--- src/hdl/aes_ofb_packet_cipher_iv_shuffle_macros.svh ---
// ----------------------------------------------------------------------------
// Assertion macros for the packet cipher block
// Shared concurrent assertion forms, clocked on clk and disabled in reset.
// ----------------------------------------------------------------------------
`ifndef AES_OFB_PACKET_CIPHER_IV_SHUFFLE_MACROS_SVH
`define AES_OFB_PACKET_CIPHER_IV_SHUFFLE_MACROS_SVH

// Consequent must hold in the same cycle as the antecedent.
`define AOPC_ASSERT_IMPLY(label, ante, cons, msg) \
    label: assert property (@(posedge clk) disable iff (!rst_n) (ante) |-> (cons)) \
        else $error(msg);

// Consequent must hold in the cycle after the antecedent.
`define AOPC_ASSERT_NEXT(label, ante, cons, msg) \
    label: assert property (@(posedge clk) disable iff (!rst_n) (ante) |=> (cons)) \
        else $error(msg);

`endif

--- src/hdl/aopc_pkg.sv ---
// ----------------------------------------------------------------------------
// aopc_pkg
// Types, constants, tables and datapath functions of the packet cipher.
// ----------------------------------------------------------------------------
package aopc_pkg;

    localparam int unsigned REG_IDX_W = 1;
    localparam logic [REG_IDX_W-1:0] REG_KEY_SEED   = 1'b0;
    localparam logic [REG_IDX_W-1:0] REG_INITIAL_IV = 1'b1;

    localparam logic [10:0] FIRST_CHUNK_LEN     = 11'd1456;
    localparam logic [10:0] FIRST_CHUNK_LEN_BIG = 11'd1452;
    localparam logic [10:0] CHUNK_LEN           = 11'd1460;

    localparam logic [31:0] SHUFFLE_SEED = 32'hC650_53F2;

    localparam logic [3:0] AES_ROUNDS = 4'd14;

    localparam int unsigned QUEUE_DEPTH = 4;
    localparam int unsigned QUEUE_PTR_W = $clog2(QUEUE_DEPTH);

    typedef enum logic [1:0] {
        KIND_USE,
        KIND_CHAIN,
        KIND_RESTART
    } kind_t;

    typedef struct packed {
        logic [7:0]  data;
        logic        last;
        logic [3:0]  idx;
        kind_t       kind;
        logic [31:0] iv;
    } entry_t;

    localparam logic [7:0] SBOX [256] = '{
        8'h63,8'h7c,8'h77,8'h7b,8'hf2,8'h6b,8'h6f,8'hc5,
        8'h30,8'h01,8'h67,8'h2b,8'hfe,8'hd7,8'hab,8'h76,
        8'hca,8'h82,8'hc9,8'h7d,8'hfa,8'h59,8'h47,8'hf0,
        8'had,8'hd4,8'ha2,8'haf,8'h9c,8'ha4,8'h72,8'hc0,
        8'hb7,8'hfd,8'h93,8'h26,8'h36,8'h3f,8'hf7,8'hcc,
        8'h34,8'ha5,8'he5,8'hf1,8'h71,8'hd8,8'h31,8'h15,
        8'h04,8'hc7,8'h23,8'hc3,8'h18,8'h96,8'h05,8'h9a,
        8'h07,8'h12,8'h80,8'he2,8'heb,8'h27,8'hb2,8'h75,
        8'h09,8'h83,8'h2c,8'h1a,8'h1b,8'h6e,8'h5a,8'ha0,
        8'h52,8'h3b,8'hd6,8'hb3,8'h29,8'he3,8'h2f,8'h84,
        8'h53,8'hd1,8'h00,8'hed,8'h20,8'hfc,8'hb1,8'h5b,
        8'h6a,8'hcb,8'hbe,8'h39,8'h4a,8'h4c,8'h58,8'hcf,
        8'hd0,8'hef,8'haa,8'hfb,8'h43,8'h4d,8'h33,8'h85,
        8'h45,8'hf9,8'h02,8'h7f,8'h50,8'h3c,8'h9f,8'ha8,
        8'h51,8'ha3,8'h40,8'h8f,8'h92,8'h9d,8'h38,8'hf5,
        8'hbc,8'hb6,8'hda,8'h21,8'h10,8'hff,8'hf3,8'hd2,
        8'hcd,8'h0c,8'h13,8'hec,8'h5f,8'h97,8'h44,8'h17,
        8'hc4,8'ha7,8'h7e,8'h3d,8'h64,8'h5d,8'h19,8'h73,
        8'h60,8'h81,8'h4f,8'hdc,8'h22,8'h2a,8'h90,8'h88,
        8'h46,8'hee,8'hb8,8'h14,8'hde,8'h5e,8'h0b,8'hdb,
        8'he0,8'h32,8'h3a,8'h0a,8'h49,8'h06,8'h24,8'h5c,
        8'hc2,8'hd3,8'hac,8'h62,8'h91,8'h95,8'he4,8'h79,
        8'he7,8'hc8,8'h37,8'h6d,8'h8d,8'hd5,8'h4e,8'ha9,
        8'h6c,8'h56,8'hf4,8'hea,8'h65,8'h7a,8'hae,8'h08,
        8'hba,8'h78,8'h25,8'h2e,8'h1c,8'ha6,8'hb4,8'hc6,
        8'he8,8'hdd,8'h74,8'h1f,8'h4b,8'hbd,8'h8b,8'h8a,
        8'h70,8'h3e,8'hb5,8'h66,8'h48,8'h03,8'hf6,8'h0e,
        8'h61,8'h35,8'h57,8'hb9,8'h86,8'hc1,8'h1d,8'h9e,
        8'he1,8'hf8,8'h98,8'h11,8'h69,8'hd9,8'h8e,8'h94,
        8'h9b,8'h1e,8'h87,8'he9,8'hce,8'h55,8'h28,8'hdf,
        8'h8c,8'ha1,8'h89,8'h0d,8'hbf,8'he6,8'h42,8'h68,
        8'h41,8'h99,8'h2d,8'h0f,8'hb0,8'h54,8'hbb,8'h16
    };

    localparam logic [7:0] SHUF [256] = '{
        8'hEC,8'h3F,8'h77,8'hA4,8'h45,8'hD0,8'h71,8'hBF,
        8'hB7,8'h98,8'h20,8'hFC,8'h4B,8'hE9,8'hB3,8'hE1,
        8'h5C,8'h22,8'hF7,8'h0C,8'h44,8'h1B,8'h81,8'hBD,
        8'h63,8'h8D,8'hD4,8'hC3,8'hF2,8'h10,8'h19,8'hE0,
        8'hFB,8'hA1,8'h6E,8'h66,8'hEA,8'hAE,8'hD6,8'hCE,
        8'h06,8'h18,8'h4E,8'hEB,8'h78,8'h95,8'hDB,8'hBA,
        8'hB6,8'h42,8'h7A,8'h2A,8'h83,8'h0B,8'h54,8'h67,
        8'h6D,8'hE8,8'h65,8'hE7,8'h2F,8'h07,8'hF3,8'hAA,
        8'h27,8'h7B,8'h85,8'hB0,8'h26,8'hFD,8'h8B,8'hA9,
        8'hFA,8'hBE,8'hA8,8'hD7,8'hCB,8'hCC,8'h92,8'hDA,
        8'hF9,8'h93,8'h60,8'h2D,8'hDD,8'hD2,8'hA2,8'h9B,
        8'h39,8'h5F,8'h82,8'h21,8'h4C,8'h69,8'hF8,8'h31,
        8'h87,8'hEE,8'h8E,8'hAD,8'h8C,8'h6A,8'hBC,8'hB5,
        8'h6B,8'h59,8'h13,8'hF1,8'h04,8'h00,8'hF6,8'h5A,
        8'h35,8'h79,8'h48,8'h8F,8'h15,8'hCD,8'h97,8'h57,
        8'h12,8'h3E,8'h37,8'hFF,8'h9D,8'h4F,8'h51,8'hF5,
        8'hA3,8'h70,8'hBB,8'h14,8'h75,8'hC2,8'hB8,8'h72,
        8'hC0,8'hED,8'h7D,8'h68,8'hC9,8'h2E,8'h0D,8'h62,
        8'h46,8'h17,8'h11,8'h4D,8'h6C,8'hC4,8'h7E,8'h53,
        8'hC1,8'h25,8'hC7,8'h9A,8'h1C,8'h88,8'h58,8'h2C,
        8'h89,8'hDC,8'h02,8'h64,8'h40,8'h01,8'h5D,8'h38,
        8'hA5,8'hE2,8'hAF,8'h55,8'hD5,8'hEF,8'h1A,8'h7C,
        8'hA7,8'h5B,8'hA6,8'h6F,8'h86,8'h9F,8'h73,8'hE6,
        8'h0A,8'hDE,8'h2B,8'h99,8'h4A,8'h47,8'h9C,8'hDF,
        8'h09,8'h76,8'h9E,8'h30,8'h0E,8'hE4,8'hB2,8'h94,
        8'hA0,8'h3B,8'h34,8'h1D,8'h28,8'h0F,8'h36,8'hE3,
        8'h23,8'hB4,8'h03,8'hD8,8'h90,8'hC8,8'h3C,8'hFE,
        8'h5E,8'h32,8'h24,8'h50,8'h1F,8'h3A,8'h43,8'h8A,
        8'h96,8'h41,8'h74,8'hAC,8'h52,8'h33,8'hF0,8'hD9,
        8'h29,8'h80,8'hB1,8'h16,8'hD3,8'hAB,8'h91,8'hB9,
        8'h84,8'h7F,8'h61,8'h1E,8'hCF,8'hC5,8'hD1,8'h56,
        8'h3D,8'hCA,8'hF4,8'h05,8'hC6,8'hE5,8'h08,8'h49
    };

    function automatic logic [7:0] xtime(input logic [7:0] b);
        return {b[6:0], 1'b0} ^ (b[7] ? 8'h1B : 8'h00);
    endfunction

    // One IV shuffle step: fold byte v into the four shuffle bytes s.
    function automatic logic [31:0] shuffle_step(input logic [7:0] v, input logic [31:0] s);
        logic [7:0]  tv;
        logic [7:0]  n0;
        logic [7:0]  n1;
        logic [7:0]  n2;
        logic [7:0]  n3;
        logic [31:0] w;
        tv = SHUF[v];
        n0 = s[7:0] + (SHUF[s[15:8]] - v);
        n1 = s[15:8] - (s[23:16] ^ tv);
        n2 = s[23:16] ^ (SHUF[s[31:24]] + v);
        n3 = s[31:24] - (n0 - tv);
        w  = {n3, n2, n1, n0};
        return {w[28:0], w[31:29]};
    endfunction

    // SubBytes, ShiftRows and (unless final) MixColumns; byte i at bits 8i+7..8i.
    function automatic logic [127:0] aes_round(input logic [127:0] s, input logic final_rnd);
        logic [7:0]   sub [16];
        logic [127:0] sh;
        logic [127:0] mc;
        logic [7:0]   a0;
        logic [7:0]   a1;
        logic [7:0]   a2;
        logic [7:0]   a3;
        logic [7:0]   all;
        logic [1:0]   src_col;
        for (int i = 0; i < 16; i++) begin
            sub[i] = SBOX[s[8*i +: 8]];
        end
        for (int c = 0; c < 4; c++) begin
            for (int j = 0; j < 4; j++) begin
                src_col = 2'(c + j);
                sh[8*(j + 4*c) +: 8] = sub[j + 4*int'(src_col)];
            end
        end
        for (int c = 0; c < 4; c++) begin
            a0  = sh[32*c      +: 8];
            a1  = sh[32*c + 8  +: 8];
            a2  = sh[32*c + 16 +: 8];
            a3  = sh[32*c + 24 +: 8];
            all = a0 ^ a1 ^ a2 ^ a3;
            mc[32*c      +: 8] = a0 ^ all ^ xtime(a0 ^ a1);
            mc[32*c + 8  +: 8] = a1 ^ all ^ xtime(a1 ^ a2);
            mc[32*c + 16 +: 8] = a2 ^ all ^ xtime(a2 ^ a3);
            mc[32*c + 24 +: 8] = a3 ^ all ^ xtime(a3 ^ a0);
        end
        return final_rnd ? sh : mc;
    endfunction

    // Next four key-schedule words from the previous two round keys.
    function automatic logic [127:0] key_next(input logic [127:0] ka, input logic [127:0] kb,
                                              input logic rot, input logic [7:0] rc);
        logic [31:0] t;
        logic [31:0] w0;
        logic [31:0] w1;
        logic [31:0] w2;
        logic [31:0] w3;
        if (rot) begin
            t = {SBOX[kb[103:96]], SBOX[kb[127:120]], SBOX[kb[119:112]],
                 SBOX[kb[111:104]] ^ rc};
        end
        else begin
            t = {SBOX[kb[127:120]], SBOX[kb[119:112]], SBOX[kb[111:104]],
                 SBOX[kb[103:96]]};
        end
        w0 = ka[31:0]   ^ t;
        w1 = ka[63:32]  ^ w0;
        w2 = ka[95:64]  ^ w1;
        w3 = ka[127:96] ^ w2;
        return {w3, w2, w1, w0};
    endfunction

endpackage

--- src/hdl/aopc_queue.sv ---
// ----------------------------------------------------------------------------
// aopc_queue
// Short in-order queue of tagged bytes between the front and the back.
// ----------------------------------------------------------------------------
module aopc_queue
(
    input  logic             clk,
    input  logic             rst_n,
    input  logic             push,
    input  aopc_pkg::entry_t push_entry,
    output logic             full,
    input  logic             pop,
    output logic             head_valid,
    output aopc_pkg::entry_t head
);

    aopc_pkg::entry_t                   mem_reg [aopc_pkg::QUEUE_DEPTH];
    logic [aopc_pkg::QUEUE_PTR_W-1:0]   wr_ptr_reg;
    logic [aopc_pkg::QUEUE_PTR_W-1:0]   rd_ptr_reg;
    logic [aopc_pkg::QUEUE_PTR_W:0]     count_reg;
    logic [aopc_pkg::QUEUE_PTR_W:0]     count_next;
    logic                               do_push;
    logic                               do_pop;

    assign full       = (count_reg == (aopc_pkg::QUEUE_PTR_W+1)'(aopc_pkg::QUEUE_DEPTH));
    assign head_valid = (count_reg != '0);
    assign head       = mem_reg[rd_ptr_reg];
    assign do_push    = push && !full;
    assign do_pop     = pop && head_valid;

    always_comb
    begin
        count_next = count_reg;
        if (do_push && !do_pop) begin
            count_next = count_reg + 1'b1;
        end
        else if (do_pop && !do_push) begin
            count_next = count_reg - 1'b1;
        end
    end

    always_ff @(posedge clk or negedge rst_n)
    begin
        if (!rst_n) begin
            wr_ptr_reg <= '0;
            rd_ptr_reg <= '0;
            count_reg  <= '0;
        end
        else begin
            if (do_push) begin
                wr_ptr_reg <= wr_ptr_reg + 1'b1;
            end
            if (do_pop) begin
                rd_ptr_reg <= rd_ptr_reg + 1'b1;
            end
            count_reg <= count_next;
        end
    end

    always_ff @(posedge clk)
    begin
        if (do_push) begin
            mem_reg[wr_ptr_reg] <= push_entry;
        end
    end

endmodule

--- config.mk ---
export PLATFORM = sky130hd
export DESIGN_NAME = aopc_queue
export DESIGN_NICKNAME = d
export VERILOG_FILES = /design/src/hdl/aes_ofb_packet_cipher_iv_shuffle_macros.svh /design/src/hdl/aopc_pkg.sv /design/src/hdl/aopc_queue.sv
export SDC_FILE = /design/constraint.sdc
export NUM_CORES = 1
export LEC_CHECK = 0
export BUFFER_PORTS_ARGS = -buffer_cell sky130_fd_sc_hd__buf_2
export CAP_MARGIN = 15
export CORE_MARGIN = 1.5
export CORE_UTILIZATION = 60
export DETAILED_ROUTE_END_ITERATION = 8
export HOLD_SLACK_MARGIN = 0.03
export PLACE_DENSITY = 0.8
export SETUP_SLACK_MARGIN = 0.3
export SYNTH_ARGS = -nofsm -noshare
export SYNTH_HDL_FRONTEND = slang
export SYNTH_SLANG_ARGS = --single-unit
--- constraint.sdc ---
create_clock -name clk -period 3.5 [get_ports clk]
set_input_delay 0.35 -clock clk [delete_from_list [all_inputs] [get_ports clk]]
set_output_delay 0.35 -clock clk [all_outputs]
set_load 0.01 [all_outputs]
==> metrics.yaml <==
status:
  run_status: "completed"
critical_path:
  cp.arrival_ns: 2.24
  crit_slowest_cell: "dfrtp_4"
  critical-path-max-stage-delay_ns: 0.82
  start_kind: "flip-flop"
  crit_family: "flip-flops"
  critPathCaptureType: "output port"
  r2r_slack_ns: 1.26
  cp_max_fo: 30
  critPathKind: "reg -> out"
  cp_cell_sequence: "buf_12 > mux4_1 > buf_2"
  critPathBufInv: 2
  crit_required_ns: 3.15
cells_and_area:
  finalCoreUtilization_pct: 72.65
  final_layout_size_suffix_gt1_share_pct: 44.99
  largest_reg_flops: 188
  fin_nets: 454
  antenna_cells: 0
  final_cells: 552
  final_area_sq_mm: 0.008402
  area_growth_pct: 16.38
synth:
  syn_nets: 338
  syn_area_sq_mm: 0.007219
  syn_area_per_cell_sq_um: 25.69
  ys_ff_latch: 195
  ys_warn_count: 0
  synth_cell_type_count: 22
  seq_area_frac_synth_pct: 80.62
  synthCells: 281
clocking:
  clockBufferDepth: 2
  cts-root-buf: "clkbuf_16"
  tritoncts: "yes"
  cts_resized: 0
  htree_levels: 4
  numCtsBuffers: 17
  cts.hold.buffers_added: 1
  clk_transition_reported_paths_ns: 0.06
  clock-sinks: 195
  clock_latency_ns: 0.42
  post_cts_buffers: 0
routing:
  routedWlPerCell_um: 21.02
  via_per_inst: 5.813
  ant_nets: 0
  num_vias: 3209
  routed_wl_um: 11600
  drc: 0
  dr.pass1.iters: 5
  initialDrtViolationCount: 248
timing:
  slew_headroom_pct: 59.61
  fin_tns_setup_ns: 0
  fmax_ghz: 0.3868
  period_minus_slack_ns: 2.585
  tightest_slew_ns: 0.6059
  hold_viol_final: 0
  rsz0062_at_grt: "false"
  finalSetupViolCount: 0
  drv_slew: 0
  fin_crit_sh_pct: 73.86
  skew_ns: 0.007089
die:
  io_pins: 100
  start_util_pct: 62.43
  die_x_um: 112.7
  dieArea_sq_mm: 0.01270
  core-area_sq_mm: 0.01156
  die_h_um: 112.7
  core.rowCount: 39
pwr:
  powerDensity_mw_per_mm2: 825.1
  ir_drop_mv: 0.5480
  p_leak_nw: 2.915
hold_path:
  hold_path_class: "in -> reg"
global_route:
  antenna_found_initial: 2
  grt_max_degree: 36
  grt_pass1_wl_um: 18360
  grt_pass1_vias: 3403
  grtUsageTotal_pct: 20.10
  gr-total-overflow: 0
place:
  place_area_sq_mm: 0.007908
  numPortBuffers: 99
  hpwl_um: 7091
  dp_cells: 520
  gp_congestion: 0.6846
run:
  maxCapViolations: 0
==> cell type report <==
type,count,area [sq um]
clock inverters,10,43.79
multi-input cells,71,1291
flip-flops and latches,195,5826
repair buffers,109,610.6
fillers,668,3163
well taps,143,178.9
clock buffers,21,440.4
inverters,3,11.26
==> layout by cell type (no fill, tap or decap), drive strengths merged, types with 2 or more instances in the layout <==
cell,netlist,routed
edfxtp,188,188
buf,10,108
mux4,47,47
clkbuf,2,21
clkinv,0,10
dfrtp,7,7
ha,5,5
and2,4,4
xnor2,4,4
inv,3,3
mux2,2,2
xor2,2,2
==> cell usage after synthesis <==
library cell / count / area [sq um]
edfxtp_1: 188 / 5645
clkbuf_1: 2 / 7.510
nor2b_1: 1 / 6.260
inv_1: 3 / 11.26
fa_1: 1 / 20.02
dfrtp_1: 7 / 175.2
buf_12: 2 / 40.04
nor3b_2: 1 / 12.51
and2_1: 4 / 25.02
xor2_1: 2 / 17.52
mux4_2: 45 / 1013
mux2_2: 2 / 22.52
buf_4: 3 / 22.52
buf_2: 4 / 20.02
xnor2_1: 4 / 35.03
nand3_1: 1 / 5.000
mux4_1: 2 / 52.55
buf_6: 1 / 11.26
or3_1: 1 / 6.260
nor2_1: 1 / 3.750
nand2_1: 1 / 3.750
ha_1: 5 / 62.56
==> logic make-up (layout without fill, tap and decap cells) <==
group / after synthesis / count (layout) / synth area share, %
AND/OR/NAND/NOR: 10 / 10 / 0.8664
flip-flops: 195 / 195 / 80.62
buffers and inverters: 15 / 143 / 1.560
adder cells (fa/ha/maj): 6 / 6 / 1.144
XOR/XNOR: 6 / 6 / 0.7279
multiplexers: 49 / 49 / 15.08
==> per-layer routing <==
| metal | part of all wire (%) | global-route usage, % | up-vias | wire (um) |
|---|---|---|---|---|
| met1 | 42 | 27.28 | 1677 | 4837 |
| met4 | 0.59 | 5.738 | 4 | 69 |
| met5 | 0.23 | 0 | - | 27 |
| met2 | 51 | 31.95 | 100 | 5960 |
| li1 | - | - | 1420 | - |
| met3 | 6.1 | 6.802 | 8 | 708 |
==> per-stage QoR <==
stage | power [W] | setup slack (ns) | hold slack [ns]
3_3_place_gp | 0.005347 | 1.284 | 0.1893
2_1_floorplan | 0.004705 | 1.139 | 0.05441
4_1_cts | 0.007027 | 0.8238 | 0.1265
6_report | 0.006932 | 0.9149 | 0.1438
3_5_place_dp | 0.005408 | 1.250 | 0.1941
5_1_grt | 0.007262 | 0.7286 | 0.1267
==> power breakdown <==
part           internal [W]  leakage [nW]  switching, W  total, W
logic              0.000990         0.871      0.000973   0.00196
clock network      0.000884         0.242      0.000738   0.00162
registers           0.00309          1.80      0.000254   0.00335
==> final timing paths <==
kind                                           start                        end  cells after the start
min reg2reg                 count_reg[2]$_DFFE_PN0P_   count_reg[2]$_DFFE_PN0P_                      1
min                                   push_entry[26]   mem_reg[3][26]$_DFFE_PP_                      1
max                        rd_ptr_reg[0]$_DFFE_PN0P_                   head[44]                      3
max reg2reg                 count_reg[2]$_DFFE_PN0P_   mem_reg[2][13]$_DFFE_PP_                      4
min in group asynchronous                      rst_n   count_reg[2]$_DFFE_PN0P_                      2
max in group asynchronous                      rst_n  rd_ptr_reg[0]$_DFFE_PN0P_                      2
Note: power is estimated with default switching activity, not from simulation.
